--- config.mk ---
export PLATFORM = sky130hd
export DESIGN_NAME = hex_or_base64_framed_string_decoder_flat
export DESIGN_NICKNAME = d
export VERILOG_FILES = /design/src/sv/hobd_pkg.sv /design/src/sv/hobd_char_if.sv /design/src/sv/hobd_res_if.sv /design/src/sv/hobd_front.sv /design/src/sv/hobd_fifo.sv /design/src/sv/hobd_back.sv /design/src/sv/hex_or_base64_framed_string_decoder.sv /design/src/flat_wrapper.sv
export SDC_FILE = /design/constraint.sdc
export NUM_CORES = 1
export LEC_CHECK = 0
export ABC_AREA = 0
export ABC_CLOCK_PERIOD_IN_PS = 4270
export BUFFER_PORTS_ARGS = -buffer_cell sky130_fd_sc_hd__buf_2
export CORE_MARGIN = 2
export CORE_UTILIZATION = 45
export DETAILED_ROUTE_END_ITERATION = 10
export SLEW_MARGIN = 20
export SYNTH_ARGS = -nofsm -noshare
export SYNTH_HDL_FRONTEND = slang
export SYNTH_SLANG_ARGS = --single-unit
export TNS_END_PERCENT = 50
--- constraint.sdc ---
create_clock -name clk -period 4.27 [get_ports clk]
set_clock_uncertainty 0.2 [all_clocks]
set_input_delay 0.854 -clock clk [delete_from_list [all_inputs] [get_ports clk]]
set_output_delay 0.854 -clock clk [all_outputs]
set_load 0.05 [all_outputs]
--- src/sv/hobd_pkg.sv ---
`timescale 1ns / 1ps
// shared types and constants of the framed hex / base64 string decoder
package hobd_pkg;

    localparam int LEN_W = 32;

    localparam logic       KIND_BYTE = 1'b0;
    localparam logic       KIND_ERR  = 1'b1;

    localparam logic [1:0] ERR_TYPE_CHAR = 2'd0;
    localparam logic [1:0] ERR_UNSUP     = 2'd1;
    localparam logic [1:0] ERR_BODY      = 2'd2;
    localparam logic [1:0] ERR_ZERO_LEN  = 2'd3;

    localparam logic [7:0] TYPE_HEX    = 8'h01;
    localparam logic [7:0] TYPE_BASE64 = 8'h02;

    localparam logic [3:0] HDR_SKIP  = 4'd5;
    localparam logic [3:0] HDR_TOTAL = 4'd9;

    typedef enum logic [3:0] {
        PH_TYPE    = 4'b0001,
        PH_HEADER  = 4'b0010,
        PH_PAYLOAD = 4'b0100,
        PH_HALT    = 4'b1000
    } phase_t;

    typedef struct packed {
        logic       is_nul;
        logic       hex_ok;
        logic [3:0] hex_val;
        logic       sym_ok;
        logic [5:0] sym_val;
    } cls_t;

endpackage

--- src/sv/hobd_char_if.sv ---
`timescale 1ns / 1ps
// character input channel
interface hobd_char_if;
    logic       valid;
    logic       ready;
    logic [7:0] character;

    modport source (output valid, output character, input ready);
    modport sink (input valid, input character, output ready);
endinterface

--- src/sv/hobd_res_if.sv ---
`timescale 1ns / 1ps
// decoded result channel
interface hobd_res_if;
    logic       valid;
    logic       ready;
    logic       out_kind;
    logic [7:0] data_byte;
    logic       last_byte;
    logic [1:0] error_code;

    modport source (output valid, output out_kind, output data_byte, output last_byte,
                    output error_code, input ready);
    modport sink (input valid, input out_kind, input data_byte, input last_byte,
                  input error_code, output ready);
endinterface

--- src/sv/hobd_front.sv ---
`timescale 1ns / 1ps
// front end: accepts characters and classifies them for the queue
module hobd_front (
    hobd_char_if.sink     chars,
    output logic          push_valid,
    output hobd_pkg::cls_t push_data,
    input  logic          push_ready
);

    logic [7:0] c;

    assign c = chars.character;

    always_comb
    begin
        push_data = '0;
        push_data.is_nul = (c == 8'h00);

        if (c inside {[8'h30:8'h39]})
        begin
            push_data.hex_ok  = 1'b1;
            push_data.hex_val = 4'(c - 8'h30);
        end
        else if (c inside {[8'h41:8'h46]})
        begin
            push_data.hex_ok  = 1'b1;
            push_data.hex_val = 4'(c - 8'h37);
        end
        else if (c inside {[8'h61:8'h66]})
        begin
            push_data.hex_ok  = 1'b1;
            push_data.hex_val = 4'(c - 8'h57);
        end

        if (c inside {[8'h30:8'h39]})
        begin
            push_data.sym_ok  = 1'b1;
            push_data.sym_val = 6'(c - 8'h30);
        end
        else if (c inside {[8'h41:8'h5A]})
        begin
            push_data.sym_ok  = 1'b1;
            push_data.sym_val = 6'(c - 8'h41 + 8'd10);
        end
        else if (c inside {[8'h61:8'h7A]})
        begin
            push_data.sym_ok  = 1'b1;
            push_data.sym_val = 6'(c - 8'h61 + 8'd36);
        end
        else if (c == 8'h7B)
        begin
            push_data.sym_ok  = 1'b1;
            push_data.sym_val = 6'd62;
        end
        else if (c == 8'h7D)
        begin
            push_data.sym_ok  = 1'b1;
            push_data.sym_val = 6'd63;
        end
    end

    assign push_valid  = chars.valid;
    assign chars.ready = push_ready;

endmodule

--- src/sv/hobd_fifo.sv ---
`timescale 1ns / 1ps
// two-entry queue between front and back end
module hobd_fifo (
    input  logic           clk,
    input  logic           rst_n,
    input  logic           push_valid,
    input  hobd_pkg::cls_t push_data,
    output logic           push_ready,
    output logic           pop_valid,
    output hobd_pkg::cls_t pop_data,
    input  logic           pop_ready
);

    hobd_pkg::cls_t mem_reg [2];
    logic           wr_ptr_reg;
    logic           wr_ptr_next;
    logic           rd_ptr_reg;
    logic           rd_ptr_next;
    logic [1:0]     count_reg;
    logic [1:0]     count_next;
    logic           do_push;
    logic           do_pop;

    assign push_ready = (count_reg != 2'd2);
    assign pop_valid  = (count_reg != 2'd0);
    assign pop_data   = mem_reg[rd_ptr_reg];
    assign do_push    = push_valid && push_ready;
    assign do_pop     = pop_valid && pop_ready;

    always_comb
    begin
        wr_ptr_next = do_push ? ~wr_ptr_reg : wr_ptr_reg;
        rd_ptr_next = do_pop ? ~rd_ptr_reg : rd_ptr_reg;
        count_next  = count_reg;
        if (do_push && !do_pop)
        begin
            count_next = count_reg + 2'd1;
        end
        else if (do_pop && !do_push)
        begin
            count_next = count_reg - 2'd1;
        end
    end

    always_ff @(posedge clk or negedge rst_n)
    begin
        if (!rst_n)
        begin
            wr_ptr_reg <= 1'b0;
            rd_ptr_reg <= 1'b0;
            count_reg  <= 2'd0;
        end
        else
        begin
            wr_ptr_reg <= wr_ptr_next;
            rd_ptr_reg <= rd_ptr_next;
            count_reg  <= count_next;
        end
    end

    always_ff @(posedge clk)
    begin
        if (do_push)
        begin
            mem_reg[wr_ptr_reg] <= push_data;
        end
    end

endmodule

--- src/sv/hobd_back.sv ---
`timescale 1ns / 1ps
// back end: frame decoding state machine and output register
module hobd_back (
    input  logic           clk,
    input  logic           rst_n,
    input  logic           pop_valid,
    input  hobd_pkg::cls_t pop_data,
    output logic           pop_ready,
    hobd_res_if.source     results
);

    hobd_pkg::phase_t          phase_reg;
    hobd_pkg::phase_t          phase_next;
    logic                      b64_reg;
    logic                      b64_next;
    logic [3:0]                hi_nib_reg;
    logic [3:0]                hi_nib_next;
    logic                      second_reg;
    logic                      second_next;
    logic [1:0]                sext_pos_reg;
    logic [1:0]                sext_pos_next;
    logic [7:0]                carry_reg;
    logic [7:0]                carry_next;
    logic [3:0]                hdr_cnt_reg;
    logic [3:0]                hdr_cnt_next;
    logic [31:0]               len_reg;
    logic [31:0]               len_next;
    logic [hobd_pkg::LEN_W-1:0] rem_reg;
    logic [hobd_pkg::LEN_W-1:0] rem_next;

    logic                      ov_reg;
    logic                      ov_next;
    logic                      kind_reg;
    logic                      kind_next;
    logic [7:0]                byte_reg;
    logic [7:0]                byte_next;
    logic                      last_reg;
    logic                      last_next;
    logic [1:0]                code_reg;
    logic [1:0]                code_next;

    logic                      pop;
    logic                      body_ok;
    logic                      have_byte;
    logic [7:0]                b;
    logic [7:0]                type_val;
    logic [3:0]                cnt_inc;
    logic [31:0]               len_new;
    logic [hobd_pkg::LEN_W-1:0] rem_dec;
    logic [5:0]                v;

    assign pop_ready = !ov_reg || results.ready;
    assign pop       = pop_valid && pop_ready;
    assign v         = pop_data.sym_val;
    assign type_val  = {hi_nib_reg, pop_data.hex_val};
    assign cnt_inc   = hdr_cnt_reg + 4'd1;
    assign rem_dec   = rem_reg - {{(hobd_pkg::LEN_W-1){1'b0}}, 1'b1};

    always_comb
    begin
        phase_next    = phase_reg;
        b64_next      = b64_reg;
        hi_nib_next   = hi_nib_reg;
        second_next   = second_reg;
        sext_pos_next = sext_pos_reg;
        carry_next    = carry_reg;
        hdr_cnt_next  = hdr_cnt_reg;
        len_next      = len_reg;
        rem_next      = rem_reg;
        ov_next       = ov_reg && !results.ready;
        kind_next     = kind_reg;
        byte_next     = byte_reg;
        last_next     = last_reg;
        code_next     = code_reg;
        have_byte     = 1'b0;
        b             = 8'h00;
        body_ok       = b64_reg ? pop_data.sym_ok : pop_data.hex_ok;
        len_new       = {len_reg[23:0], 8'h00};

        // body character to byte
        if (!b64_reg)
        begin
            if (!second_reg)
            begin
                hi_nib_next = pop_data.hex_val;
                second_next = 1'b1;
            end
            else
            begin
                second_next = 1'b0;
                have_byte   = 1'b1;
                b           = {hi_nib_reg, pop_data.hex_val};
            end
        end
        else
        begin
            case (sext_pos_reg)
                2'd0:
                begin
                    carry_next    = {v, 2'b00};
                    sext_pos_next = 2'd1;
                end
                2'd1:
                begin
                    have_byte     = 1'b1;
                    b             = carry_reg | {6'b0, v[5:4]};
                    carry_next    = {v[3:0], 4'b0};
                    sext_pos_next = 2'd2;
                end
                2'd2:
                begin
                    have_byte     = 1'b1;
                    b             = carry_reg | {4'b0, v[5:2]};
                    carry_next    = {v[1:0], 6'b0};
                    sext_pos_next = 2'd3;
                end
                default:
                begin
                    have_byte     = 1'b1;
                    b             = carry_reg | {2'b0, v};
                    carry_next    = 8'h00;
                    sext_pos_next = 2'd0;
                end
            endcase
        end
        len_new = (hdr_cnt_reg >= hobd_pkg::HDR_SKIP) ? {len_reg[23:0], b} : len_reg;

        if (pop)
        begin
            ov_next   = 1'b0;
            kind_next = hobd_pkg::KIND_ERR;
            byte_next = 8'h00;
            last_next = 1'b0;
            code_next = hobd_pkg::ERR_TYPE_CHAR;

            if (pop_data.is_nul)
            begin
                ov_next       = (phase_reg != hobd_pkg::PH_HALT);
                code_next     = (phase_reg == hobd_pkg::PH_TYPE) ? hobd_pkg::ERR_TYPE_CHAR
                                                                 : hobd_pkg::ERR_BODY;
                phase_next    = hobd_pkg::PH_TYPE;
                b64_next      = 1'b0;
                hi_nib_next   = 4'd0;
                second_next   = 1'b0;
                sext_pos_next = 2'd0;
                carry_next    = 8'h00;
                hdr_cnt_next  = 4'd0;
                len_next      = 32'd0;
                rem_next      = '0;
            end
            else
            begin
                case (phase_reg)
                    hobd_pkg::PH_TYPE:
                    begin
                        sext_pos_next = sext_pos_reg;
                        carry_next    = carry_reg;
                        if (!pop_data.hex_ok)
                        begin
                            hi_nib_next = hi_nib_reg;
                            second_next = second_reg;
                            phase_next  = hobd_pkg::PH_HALT;
                            ov_next     = 1'b1;
                            code_next   = hobd_pkg::ERR_TYPE_CHAR;
                        end
                        else if (!second_reg)
                        begin
                            hi_nib_next = pop_data.hex_val;
                            second_next = 1'b1;
                        end
                        else
                        begin
                            second_next = 1'b0;
                            hi_nib_next = 4'd0;
                            if (type_val != hobd_pkg::TYPE_HEX &&
                                type_val != hobd_pkg::TYPE_BASE64)
                            begin
                                phase_next = hobd_pkg::PH_HALT;
                                ov_next    = 1'b1;
                                code_next  = hobd_pkg::ERR_UNSUP;
                            end
                            else
                            begin
                                b64_next     = (type_val == hobd_pkg::TYPE_BASE64);
                                phase_next   = hobd_pkg::PH_HEADER;
                                hdr_cnt_next = 4'd0;
                            end
                        end
                    end
                    hobd_pkg::PH_HEADER,
                    hobd_pkg::PH_PAYLOAD:
                    begin
                        if (!body_ok)
                        begin
                            hi_nib_next   = hi_nib_reg;
                            second_next   = second_reg;
                            sext_pos_next = sext_pos_reg;
                            carry_next    = carry_reg;
                            phase_next    = hobd_pkg::PH_HALT;
                            ov_next       = 1'b1;
                            code_next     = hobd_pkg::ERR_BODY;
                        end
                        else if (have_byte && phase_reg == hobd_pkg::PH_HEADER)
                        begin
                            len_next     = len_new;
                            hdr_cnt_next = cnt_inc;
                            if (cnt_inc >= hobd_pkg::HDR_TOTAL)
                            begin
                                if (len_new == 32'd0)
                                begin
                                    phase_next = hobd_pkg::PH_HALT;
                                    ov_next    = 1'b1;
                                    code_next  = hobd_pkg::ERR_ZERO_LEN;
                                end
                                else
                                begin
                                    // saturate when the length exceeds the counter
                                    rem_next   = ((len_new >> hobd_pkg::LEN_W) != 32'd0)
                                                 ? '1 : len_new[hobd_pkg::LEN_W-1:0];
                                    phase_next = hobd_pkg::PH_PAYLOAD;
                                end
                            end
                        end
                        else if (have_byte)
                        begin
                            rem_next  = rem_dec;
                            ov_next   = 1'b1;
                            kind_next = hobd_pkg::KIND_BYTE;
                            byte_next = b;
                            last_next = (rem_dec == '0);
                            if (rem_dec == '0)
                            begin
                                phase_next = hobd_pkg::PH_HALT;
                            end
                        end
                    end
                    default:
                    begin
                        hi_nib_next   = hi_nib_reg;
                        second_next   = second_reg;
                        sext_pos_next = sext_pos_reg;
                        carry_next    = carry_reg;
                    end
                endcase
            end
        end
        else
        begin
            hi_nib_next   = hi_nib_reg;
            second_next   = second_reg;
            sext_pos_next = sext_pos_reg;
            carry_next    = carry_reg;
        end
    end

    always_ff @(posedge clk or negedge rst_n)
    begin
        if (!rst_n)
        begin
            phase_reg    <= hobd_pkg::PH_TYPE;
            b64_reg      <= 1'b0;
            hi_nib_reg   <= 4'd0;
            second_reg   <= 1'b0;
            sext_pos_reg <= 2'd0;
            carry_reg    <= 8'h00;
            hdr_cnt_reg  <= 4'd0;
            len_reg      <= 32'd0;
            rem_reg      <= '0;
            ov_reg       <= 1'b0;
        end
        else
        begin
            phase_reg    <= phase_next;
            b64_reg      <= b64_next;
            hi_nib_reg   <= hi_nib_next;
            second_reg   <= second_next;
            sext_pos_reg <= sext_pos_next;
            carry_reg    <= carry_next;
            hdr_cnt_reg  <= hdr_cnt_next;
            len_reg      <= len_next;
            rem_reg      <= rem_next;
            ov_reg       <= ov_next;
        end
    end

    always_ff @(posedge clk)
    begin
        kind_reg <= kind_next;
        byte_reg <= byte_next;
        last_reg <= last_next;
        code_reg <= code_next;
    end

    assign results.valid      = ov_reg;
    assign results.out_kind   = kind_reg;
    assign results.data_byte  = byte_reg;
    assign results.last_byte  = last_reg;
    assign results.error_code = code_reg;

endmodule

--- src/sv/hex_or_base64_framed_string_decoder.sv ---
`timescale 1ns / 1ps
// top level of the framed hex / base64 string decoder
//
// chars carries one character per word; a NUL word ends the string and rearms
// the decoder. results carries one word per decoded payload byte or per error.
// the first two characters give a hex type byte (1 hex body, 2 base64 body),
// five body bytes are skipped, a big-endian 32-bit length follows, then the
// payload bytes, the final one marked with last_byte.
// throughput: one character per cycle while results is ready, with no bubbles.
// a character passes through a queue entry and then the output register; its
// result word is valid in the cycle after the edge that pops the character
// from the two-entry queue.
// when results stalls, the output register holds its word, the queue fills,
// and chars.ready drops once both queue entries are taken.
// reset clears the queue, the output valid flag and the decoder state; the
// block then expects a type byte.
module hex_or_base64_framed_string_decoder (
    input  logic        clk,
    input  logic        rst_n,
    hobd_char_if.sink   chars,
    hobd_res_if.source  results
);

    logic           push_valid;
    hobd_pkg::cls_t push_data;
    logic           push_ready;
    logic           pop_valid;
    hobd_pkg::cls_t pop_data;
    logic           pop_ready;

    hobd_front u_front (
        .chars      (chars),
        .push_valid (push_valid),
        .push_data  (push_data),
        .push_ready (push_ready)
    );

    hobd_fifo u_fifo (
        .clk        (clk),
        .rst_n      (rst_n),
        .push_valid (push_valid),
        .push_data  (push_data),
        .push_ready (push_ready),
        .pop_valid  (pop_valid),
        .pop_data   (pop_data),
        .pop_ready  (pop_ready)
    );

    hobd_back u_back (
        .clk       (clk),
        .rst_n     (rst_n),
        .pop_valid (pop_valid),
        .pop_data  (pop_data),
        .pop_ready (pop_ready),
        .results   (results)
    );

endmodule
--- src/flat_wrapper.sv ---
// flat-port wrapper written by rule: the top's interface ports become plain ports
module hex_or_base64_framed_string_decoder_flat 
  (clk, rst_n, chars_valid, chars_character, chars_ready, results_valid, results_out_kind, results_data_byte, results_last_byte, results_error_code, results_ready);
  hobd_char_if chars_i ();
  hobd_res_if results_i ();
  input  logic clk;
  input  logic rst_n;
  input wire logic [$bits(chars_i.valid)-1:0] chars_valid;
  input wire logic [$bits(chars_i.character)-1:0] chars_character;
  output wire logic [$bits(chars_i.ready)-1:0] chars_ready;
  output wire logic [$bits(results_i.valid)-1:0] results_valid;
  output wire logic [$bits(results_i.out_kind)-1:0] results_out_kind;
  output wire logic [$bits(results_i.data_byte)-1:0] results_data_byte;
  output wire logic [$bits(results_i.last_byte)-1:0] results_last_byte;
  output wire logic [$bits(results_i.error_code)-1:0] results_error_code;
  input wire logic [$bits(results_i.ready)-1:0] results_ready;
  assign chars_i.valid = chars_valid;
  assign chars_i.character = chars_character;
  assign chars_ready = chars_i.ready;
  assign results_valid = results_i.valid;
  assign results_out_kind = results_i.out_kind;
  assign results_data_byte = results_i.data_byte;
  assign results_last_byte = results_i.last_byte;
  assign results_error_code = results_i.error_code;
  assign results_i.ready = results_ready;
  hex_or_base64_framed_string_decoder u_core (.clk(clk), .rst_n(rst_n), .chars(chars_i), .results(results_i));
endmodule
## After elaboration in Yosys (flattened, before gate mapping)

Memories as Yosys holds them, arrays and structs flattened.
Cells that the tools add are included.

- Flip-flop bits (word level): 105
- Memory bits (writable): 26
- Input bits: 12
- Output and inout port bits: 14
- Word-level logic and storage cells: 215
- Memories: 1

- $add $sub $neg: 11
- Order comparisons: 10
- Equality and inequality tests: 26
- Muxes and demuxes: 99
- Bitwise logic cells: 8
- Reduce and logical (&&, ||, !) cells: 43

Memories:

| name | words | bits a word | rd ports | clocked after memory_dff | write ports | line | text |
|---|---|---|---|---|---|---|---|
| u_core.u_fifo.mem_reg | 2 | 13 | 1 | 0 | 1 | hobd_fifo.sv:14 | `hobd_pkg::cls_t mem_reg [2];` |

Operators with widths:

| kind | count |
|---|---|
| $mux 32 | 12 |
| $mux 4 | 22 |
| $logic_not 32->1 | 2 |
| $mux 8 | 6 |
| $pmux 8 s3 | 2 |
| $mux 7 | 5 |
| $le 8x7->1 const B | 4 |
| $sub 32x1->32 const B | 1 |
| $mux 1 | 30 |
| $mux 2 | 12 |
| $ne 3x2->1 const B | 8 |
| $pmux 4 s2 | 3 |
| $reduce_and 6->1 | 3 |
| $reduce_bool 2->1 | 9 |
| $eq 8x7->1 const B | 2 |
| $ge 8x7->1 const B | 2 |
| $mux 5 | 3 |
| $ne 5x4->1 const B | 3 |
| $logic_and 1x1->1 | 12 |
| $sub 6x6->6 const B | 2 |
| $reduce_and 5->1 | 2 |
| $eq 8x2->1 const B | 1 |
| $ge 8x6->1 const B | 1 |
| $le 8x6->1 const B | 1 |
| other kinds (38) | 49 |

## Logic depth before layout (Yosys ltp)

Gate-level depths: netlist of the first run.
An unclocked memory read counts as a cell.

- Depth in word-level cells: 13
- Depth in mapped cells: 13
- Mapped depth without buffers: 10

## Hierarchy

From an unflattened synthesis of the first run, not the netlist that was laid out.

- Cells, all modules: 922
- Area total of the unflattened synthesis: 8488.1 sq um

By module, submodules not included:

| module | instances | cells an instance | area each (sq um) | sequential area each (sq um) |
|---|---|---|---|---|
| hobd_back | 1 | 751 | 6536.3 | 2538.7 |
| hobd_fifo | 1 | 58 | 1144.8 | 880.8 |
| hobd_front | 1 | 113 | 807.0 | 0.0 |

## Least setup slack after synthesis of the first run

No wires, ideal clock.

- Path type: input to register
- From: in chars_character[1]
- To: mem u_core.u_fifo.mem_reg[0][4] (netlist bit) (data pin)
- Arrival: 3.268 ns
- Data required time: 3.794 ns
- Path slack: 0.526 ns
- Stages: 11
- Buffers on the path: 1
- Path through: clkbuf_1 -> inv_1 -> ha_1 -> or4b_2 -> a21o_1 -> a21oi_1 -> nand2b_1 -> nor2b_1 -> nand2_1 -> a41oi_1 -> a31oi_1

RTL lines:

| item | line | text |
|---|---|---|
| start: declaration | flat_wrapper.sv:9 | `input wire logic [$bits(chars_i.character)-1:0] chars_character;` |
| end: declaration | hobd_fifo.sv:14 |  |

## Final worst setup path of the first run

- From: reg u_core.u_back.rem_reg[11] (netlist bit)
- To: reg u_core.u_back.phase_reg[2]

- Cells in the longest elaborated chain, start to end: 4

Ends and longest elaborated chain:

| item | line | text |
|---|---|---|
| start: declaration | hobd_back.sv:28 | `logic [hobd_pkg::LEN_W-1:0] rem_reg;` |
| start signal: assignment | hobd_back.sv:281 | `rem_reg <= rem_next;` |
| $sub 32x1->32 | hobd_back.sv:57 | `assign rem_dec = rem_reg - {{(hobd_pkg::LEN_W-1){1'b0}}, 1'b1};` |
| $logic_not 32->1 | hobd_back.sv:231 | `if (rem_dec == '0)` |
| $ne 5x4->1 (no line) | -- |  |
| $reduce_and 6->1 (no line) | -- |  |
| end signal: assignment | hobd_back.sv:260 | `phase_reg <= hobd_pkg::PH_TYPE;` |
| end signal: assignment | hobd_back.sv:273 | `phase_reg <= phase_next;` |
| end: declaration | hobd_back.sv:12 | `hobd_pkg::phase_t phase_reg;` |

Every way passes these cells.
A chain may end at the register's enable or synchronous reset.

==> results of run 1 <==
-- stage by stage --
stage	instances	worst slack, ns	utilization
2_1_floorplan	881	0.5260	-
3_3_place_gp	1109	0.4485	0.4839
3_5_place_dp	1109	0.3784	0.4839
4_1_cts	1141	0.7912	0.5192
5_1_grt	1141	0.5890	0.5193
6_report	1141	0.7356	0.5193
-- cells in the mapped netlist (8+ instances only) --
library cell and number:
sky130_fd_sc_hd__nand2_1 127, sky130_fd_sc_hd__dfrtp_1 90, sky130_fd_sc_hd__o21ai_0 79, sky130_fd_sc_hd__nor2_1 60
sky130_fd_sc_hd__a21oi_1 54, sky130_fd_sc_hd__a22o_1 41, sky130_fd_sc_hd__edfxtp_1 38, sky130_fd_sc_hd__clkbuf_1 37
sky130_fd_sc_hd__nand3_1 23, sky130_fd_sc_hd__ha_1 21, sky130_fd_sc_hd__nor3_1 21, sky130_fd_sc_hd__o2bb2ai_1 21
sky130_fd_sc_hd__inv_1 20, sky130_fd_sc_hd__a31oi_1 18, sky130_fd_sc_hd__mux2i_1 16, sky130_fd_sc_hd__nor4_1 16
sky130_fd_sc_hd__o22ai_1 16, sky130_fd_sc_hd__o31ai_1 13, sky130_fd_sc_hd__or3_1 12, sky130_fd_sc_hd__buf_2 10
sky130_fd_sc_hd__and3_1 9, sky130_fd_sc_hd__mux2_2 9, sky130_fd_sc_hd__nand2b_1 8, sky130_fd_sc_hd__nand4_1 8
sky130_fd_sc_hd__xnor2_1 8
-- report_power, final --
part           switching [mW]  internal, mW  leakage, nW  total [mW]
combinational            1.32         0.665         1.84        1.99
clock                   0.590         0.918        0.301        1.51
sequential              0.171          1.51         1.61        1.68
-- worst register-to-register path, stage by stage (launching register included) --
cell                        delay, ns
sky130_fd_sc_hd__dfrtp_1         0.43
sky130_fd_sc_hd__or3_1           0.49
sky130_fd_sc_hd__or3_1           0.55
sky130_fd_sc_hd__or4_4           0.59
sky130_fd_sc_hd__and2_4          0.18
sky130_fd_sc_hd__a2111oi_4       0.27
sky130_fd_sc_hd__nand4_1         0.27
sky130_fd_sc_hd__a21o_1          0.25
sky130_fd_sc_hd__a32o_1          0.20
-- placed cells by master, fill, tap and decap left out, types with 18 or more instances in the layout --
| cell | instances |
|---|---|
| sky130_fd_sc_hd__buf_4 | 30 |
| sky130_fd_sc_hd__inv_1 | 20 |
| sky130_fd_sc_hd__a31oi_1 | 18 |
| sky130_fd_sc_hd__nand3_1 | 23 |
| sky130_fd_sc_hd__nand2_1 | 127 |
| sky130_fd_sc_hd__ha_1 | 21 |
| sky130_fd_sc_hd__o2bb2ai_1 | 21 |
| sky130_fd_sc_hd__o21ai_0 | 79 |
| sky130_fd_sc_hd__a22o_1 | 41 |
| sky130_fd_sc_hd__nor3_1 | 21 |
| sky130_fd_sc_hd__clkbuf_16 | 18 |
| sky130_fd_sc_hd__nor2_1 | 59 |
| sky130_fd_sc_hd__dfrtp_1 | 90 |
| sky130_fd_sc_hd__edfxtp_1 | 38 |
| sky130_fd_sc_hd__a21oi_1 | 52 |
| sky130_fd_sc_hd__buf_2 | 24 |
-- kinds of logic (layout without fill, tap and decap cells) --
logic type	Yosys count	in the layout
DFF	129	129
adders and majority gates	21	21
xor gates and xnor gates	15	15
and+or+nand+nor	326	326
muxes	26	26
buffers and inverters	72	107
AOI/OAI and AO/OA	292	292
-- final cells by class --
class	instances	area, um2
fill	1608	8314
multi-input combinational	680	4247
sequential	129	3420
clock buffer	19	464.2
timing repair buffer	54	345.3
tap	225	281.5
clock inverter	13	146.4
inverter	21	78.83
-- worst paths after layout --
path | endpoint | startpoint | slack (ns)
worst max-delay path | u_core.u_back.phase_reg[2]$_DFFE_PN0P_ | u_core.u_back.rem_reg[11]$_DFFE_PN0P_ | 0.74
worst min-delay path | u_core.u_back.carry_reg[6]$_DFFE_PN0P_ | u_core.u_back.carry_reg[6]$_DFFE_PN0P_ | 0.29
worst max register to register | u_core.u_back.phase_reg[2]$_DFFE_PN0P_ | u_core.u_back.rem_reg[11]$_DFFE_PN0P_ | 0.74
worst min register to register | u_core.u_back.carry_reg[6]$_DFFE_PN0P_ | u_core.u_back.carry_reg[6]$_DFFE_PN0P_ | 0.29
max in group asynchronous | u_core.u_back.rem_reg[4]$_DFFE_PN0P_ | rst_n | 2.75
min in group asynchronous | u_core.u_back.carry_reg[4]$_DFFE_PN0P_ | rst_n | 0.32
-- per-layer routing --
layer	vias up	share of wire
met5	-	0.00057
met4	2	0.015
met3	34	0.080
met2	327	0.42
met1	3541	0.48
li1	3377	-
==> flow_metrics.env, run 1 <==
export IMPL_relSlewSlack=0.2096
export IMPL_outcome="complete, no violations"
export IMPL_post_route_min_period_ns=3.534
export IMPL_dp_final_hpwl_mm=15.93
export IMPL_detail_route_drc_violations=0
export IMPL_ant_nets=0
export IMPL_first_pass_iters=6
export IMPL_cts_max_path_buffers=2
export IMPL_postSynth_topFlopCell="sky130_fd_sc_hd__dfrtp_1"
export IMPL_maxSlewViolCount=0
export IMPL_design_core_area_mm2=0.01730
export IMPL_synth_simple_gate_area_share=0.1998
export IMPL_nNetsFinal=936
export IMPL_critical_path_endpoint_type="flip-flop"
export IMPL_layer_with_the_highest_usage="met1"
export IMPL_leakage_nw=3.754
export IMPL_cts_htree_levels=4
export IMPL_cts_inserted_buffers=17
export IMPL_routedWlPerCell_um=19.93
export IMPL_critical_path_max_stage_delay_ns=0.59
export IMPL_ys_warnings_count=0
export IMPL_critPathBufInv=0
export IMPL_syn_avg_cell_area_um2=9.013
export IMPL_setup_repair_after_global_routing_missed_its_margin="no"
export IMPL_globalRoute_totalOverflow=0
export IMPL_fin_crit_sh=0.8277
export IMPL_fin_area_mm2=0.008982
export IMPL_post_layout_total_power_mw=5.175
export IMPL_async_flop_share=0.7054
export IMPL_max_clock_freq_mhz=282.9
export IMPL_rows=48
export IMPL_buffer_ports_inserted=25
export IMPL_final_setup_tns_ns=0
export IMPL_ctsResizeCount=0
export IMPL_gr_usage_all_layers=0.2522
export IMPL_cp_cell_sequence="or3_1 > or3_1 > or4_4 > and2_4 > a2111oi_4 > nand4_1 > a21o_1 > a32o_1"
export IMPL_worstHoldPathType="flip-flop to flip-flop"
export IMPL_post_synth_top_area_cell="sky130_fd_sc_hd__dfrtp_1"
export IMPL_timing_critical_path_depth=8
export IMPL_worst_hold_path_num_cells=2
export IMPL_dieArea_mm2=0.01872
export IMPL_met1_usage=0.3845
export IMPL_post_synth_top_area_fraction=0.2836
export IMPL_n_antenna_cell=0
export IMPL_number_of_enable_flip_flop_cells_after_synthesis=38
export IMPL_synth_compound_area_share=0.2476
export IMPL_timing_final_setup_violations=0
export IMPL_critical_path_required_ns=4.38
export IMPL_initial_utilization=0.4591
export IMPL_cp_arrival_ns=3.65
export IMPL_fraction_of_final_layout_cells_sized_beyond_drive_strength_1=0.1179
export IMPL_area_growth_synth_to_final_pct=13.13
export IMPL_biggest_fanout_along_the_worst_timing_path=11
export IMPL_max_vdd_ir_drop_uv=364.0
export IMPL_max_cap_violations=0
export IMPL_top_level_ports=26
export IMPL_synth_top_family_by_area="compound AO/OA/AOI/OAI gates"
export IMPL_path_common_cell="sky130_fd_sc_hd__or3_1"
export IMPL_finalHoldViolations=0
export IMPL_yosys_area_share_xor_xnor=0.01655
export IMPL_detailroute_via_count=7281
export IMPL_ff_latch_count_synth=129
export IMPL_cts_reportedPaths_clkPinSlew_ns=0.06
export IMPL_met2_usage=0.3564
export IMPL_crit_type="flip-flop to flip-flop"
export IMPL_vias_in_the_first_global_route=6668
export IMPL_avgViaCountPerCell=6.381
export IMPL_root_buffer="sky130_fd_sc_hd__clkbuf_16"
export IMPL_tightest_slew_ns=1.181
export IMPL_synth_adder_area_share=0.03309
export IMPL_synthTopCellsByArea="sky130_fd_sc_hd__dfrtp_1 28%, sky130_fd_sc_hd__edfxtp_1 14%, sky130_fd_sc_hd__nand2_1 6.0%"
export IMPL_routed_wl_mm=22.75
export IMPL_clock_tree_from_tritoncts="yes"
export IMPL_crit_family="simple AND/OR/NAND/NOR gates"
export IMPL_reg2reg_depth=8
export IMPL_grt_max_degree=65
export IMPL_crit_path_start_kind="flip-flop"
export IMPL_yosys_cell_types_count=68
export IMPL_synthesis_nets=914
export IMPL_synthMuxAreaShare=0.03577
export IMPL_critical_path_slowest_cell="sky130_fd_sc_hd__or4_4"
export IMPL_yosysSeqAreaShare=0.4307
export IMPL_grtUsageMet3=0.05630
export IMPL_gp_routability_congestion=0.9429
export IMPL_power_per_cell_area_mw_per_mm2=576.2
export IMPL_die_x_um=136.8
export IMPL_post_synth_instance_area_mm2=0.007940
export IMPL_post_cts_setup_buffers=0
export IMPL_grt_first_pass_wirelength_mm=36.53
export IMPL_ctsHoldBuffers=0
export IMPL_antenna_violations_before_repair=1
export IMPL_cell_area_placed_mm2=0.008369
export IMPL_cts_sinks=129
export IMPL_timing_hold_ws_ns=0.2887
export IMPL_post_synth_inst_count=881
export IMPL_die_y_um=136.8
export IMPL_insertion_delay_ns=0.43
export IMPL_drt_iter0_drc=851
No activity file was read; power rests on OpenSTA's default activity.
==> run 2, diff against run 1 <==
--- a/config.mk
+++ b/config.mk
@@ -6,7 +6,7 @@
 export NUM_CORES = 1
 export LEC_CHECK = 0
 export ABC_AREA = 0
-export ABC_CLOCK_PERIOD_IN_PS = 4270
+export ABC_CLOCK_PERIOD_IN_PS = 3400
 export BUFFER_PORTS_ARGS = -buffer_cell sky130_fd_sc_hd__buf_2
 export CORE_MARGIN = 2
 export CORE_UTILIZATION = 45
==> constraint.sdc (replaced) <==
create_clock -name clk -period 3.4 [get_ports clk]
set_clock_uncertainty 0.2 [all_clocks]
set_input_delay 0.68 -clock clk [delete_from_list [all_inputs] [get_ports clk]]
set_output_delay 0.68 -clock clk [all_outputs]
set_load 0.05 [all_outputs]
==> run 2 against run 1 <==
- fmax grew 7.6%
- largest cell class unchanged
- clock-buffer cell count down 1
- cell count up 2.9%
- combinational power is 33% higher
- critical path depth did not move
- sequential power up 24%
- routed wire length is 3.1% higher
- critical endpoint unchanged
==> flow_metrics.env, run 2 (same netlist as run 1, synthesis figures left out) <==
export IMPL_outcome="complete, no violations"
export IMPL_rows=48
export IMPL_fraction_of_final_layout_cells_sized_beyond_drive_strength_1=0.1549
export IMPL_critical_path_required_ns=3.50
export IMPL_cts_reportedPaths_clkPinSlew_ns=0.06
export IMPL_top_level_ports=26
export IMPL_biggest_fanout_along_the_worst_timing_path=5
export IMPL_n_antenna_cell=0
export IMPL_die_y_um=136.8
export IMPL_fin_area_mm2=0.009276
export IMPL_grt_first_pass_wirelength_mm=37.33
export IMPL_detail_route_drc_violations=0
export IMPL_timing_final_setup_violations=0
export IMPL_cts_sinks=129
export IMPL_root_buffer="sky130_fd_sc_hd__clkbuf_16"
export IMPL_max_clock_freq_mhz=304.5
export IMPL_gp_routability_congestion=0.9546
export IMPL_most_common_cell_after_layout_fill_and_taps_aside="sky130_fd_sc_hd__nand2_1"
export IMPL_dieArea_mm2=0.01872
export IMPL_tightest_slew_ns=0.8297
export IMPL_critical_path_reg2reg_startpoint="u_core.u_back.rem_reg[19]$_DFFE_PN0P_"
export IMPL_leakage_nw=3.923
export IMPL_final_cell_mix="127 x sky130_fd_sc_hd__nand2_1, 90 x sky130_fd_sc_hd__dfrtp_1, 78 x sky130_fd_sc_hd__o21ai_0, 60 x sky130_fd_sc_hd__buf_4, 59 x sky130_fd_sc_hd__nor2_1"
export IMPL_ctsHoldBuffers=0
export IMPL_post_place_cells=1142
export IMPL_worstHoldPathType="input pin to asynchronous set/reset pin"
export IMPL_reg2reg_depth=8
export IMPL_cell_area_placed_mm2=0.008655
export IMPL_relSlewSlack=0.4463
export IMPL_initial_utilization=0.4591
export IMPL_timing_hold_ws_ns=0.08269
export IMPL_crit_type="flip-flop to flip-flop"
export IMPL_fin_cells=1174
export IMPL_ctsResizeCount=0
export IMPL_post_cts_setup_buffers=0
export IMPL_nNetsFinal=969
export IMPL_detailroute_via_count=7399
export IMPL_design_core_area_mm2=0.01730
export IMPL_area_growth_synth_to_final_pct=16.83
export IMPL_clock_tree_from_tritoncts="yes"
export IMPL_buffer_ports_inserted=25
export IMPL_crit_path_start_kind="flip-flop"
export IMPL_finalCoreUtilization=0.5363
export IMPL_antenna_violations_before_repair=0
export IMPL_gr_usage_all_layers=0.2577
export IMPL_routedWlPerCell_um=19.98
export IMPL_cp_arrival_ns=3.38
export IMPL_power_per_cell_area_mw_per_mm2=707.7
export IMPL_post_route_min_period_ns=3.284
export IMPL_insertion_delay_ns=0.42
export IMPL_fin_crit_sh=0.9658
export IMPL_vias_in_the_first_global_route=6826
export IMPL_critical_path_endpoint_type="flip-flop"
export IMPL_routed_wl_mm=23.46
export IMPL_max_vdd_ir_drop_uv=436.9
export IMPL_dp_final_hpwl_mm=16.56
export IMPL_globalRoute_totalOverflow=0
export IMPL_cts_inserted_buffers=17
export IMPL_ff2ff_setup_slack_ns=0.12
export IMPL_die_x_um=136.8
export IMPL_cts_htree_levels=4
export IMPL_max_cap_violations=0
export IMPL_endpoint_of_the_worst_register_to_register_path="u_core.u_back.phase_reg[2]$_DFFE_PN0P_"
export IMPL_finalHoldViolations=0
export IMPL_drt_iter0_drc=716
export IMPL_maxSlewViolCount=0
export IMPL_grt_max_degree=82
export IMPL_avgViaCountPerCell=6.302
export IMPL_layout_filler_cells=1609
export IMPL_cts_max_path_buffers=2
export IMPL_setup_repair_after_global_routing_missed_its_margin="no"
export IMPL_post_layout_total_power_mw=6.565
export IMPL_first_pass_iters=5
export IMPL_ant_nets=0
-- run 2: metrics by stage --
stage	setup slack, ns	TNS (ns)
floorplan	0.01131	0
global placement	-0.005768	-0.01154
detailed placement	-0.1730	-1.074
CTS	0.01546	0
global route	0.01684	0
finish	0.1164	0
-- run 2: metal layers --
metal	part of all wire	vias to the layer above	wire (um)	track usage
li1	-	3439	-	-
met1	0.48	3641	11260	0.3946
met2	0.43	292	10130	0.3622
met3	0.078	27	1826	0.06370
met4	0.010	0	242	0.06472
met5	0	-	0	0
-- run 2: power by group --
part / switching [mW] / total, mW / internal (mW)
clock: 0.723 / 1.83 / 1.11
sequential: 0.189 / 2.09 / 1.90
combinational: 1.73 / 2.65 / 0.918
-- run 2: how the worst max path moves through the flow --
| stage | slack, ns | endpoint | depth (start not counted) | startpoint |
|---|---|---|---|---|
| 6_report | 0.12 | u_core.u_back.phase_reg[2]$_DFFE_PN0P_ | 8 | u_core.u_back.rem_reg[19]$_DFFE_PN0P_ |
| 5_1_grt | 0.02 | u_core.u_back.phase_reg[2]$_DFFE_PN0P_ | 8 | u_core.u_back.rem_reg[19]$_DFFE_PN0P_ |
| 4_1_cts | 0.02 | u_core.u_back.phase_reg[2]$_DFFE_PN0P_ | 8 | u_core.u_back.rem_reg[19]$_DFFE_PN0P_ |
| 3_5_place_dp | -0.17 | u_core.u_fifo.mem_reg[0][3]$_DFFE_PP_ | 10 | chars_character[0] |
| 3_3_place_gp | -0.006 | u_core.u_fifo.mem_reg[0][5]$_DFFE_PP_ | 10 | chars_character[0] |
| 2_1_floorplan | 0.01 | u_core.u_fifo.mem_reg[0][4]$_DFFE_PP_ | 11 | chars_character[1] |
-- run 2: area by class of cell --
| type | instances | area (um2) | area share |
|---|---|---|---|
| Timing Repair Buffer | 87 | 621.8 | 0.06704 |
| Multi-Input combinational cell | 680 | 4284 | 0.4618 |
| Sequential cell | 129 | 3420 | 0.3686 |
| Inverter | 21 | 78.83 | 0.008497 |
| Clock buffer | 18 | 439.2 | 0.04734 |
| Clock inverter | 14 | 151.4 | 0.01632 |
| Tap cell | 225 | 281.5 | 0.03035 |
-- run 2: worst max-delay path, cell delays in order, from the launching register on --
cell and delay [ns]:
sky130_fd_sc_hd__dfrtp_1 0.44, sky130_fd_sc_hd__or4_1 0.53, sky130_fd_sc_hd__or3_1 0.39, sky130_fd_sc_hd__or4b_1 0.54
sky130_fd_sc_hd__xnor2_1 0.19, sky130_fd_sc_hd__nor4_2 0.16, sky130_fd_sc_hd__nand4_1 0.27, sky130_fd_sc_hd__a21o_1 0.25
sky130_fd_sc_hd__a32o_1 0.19
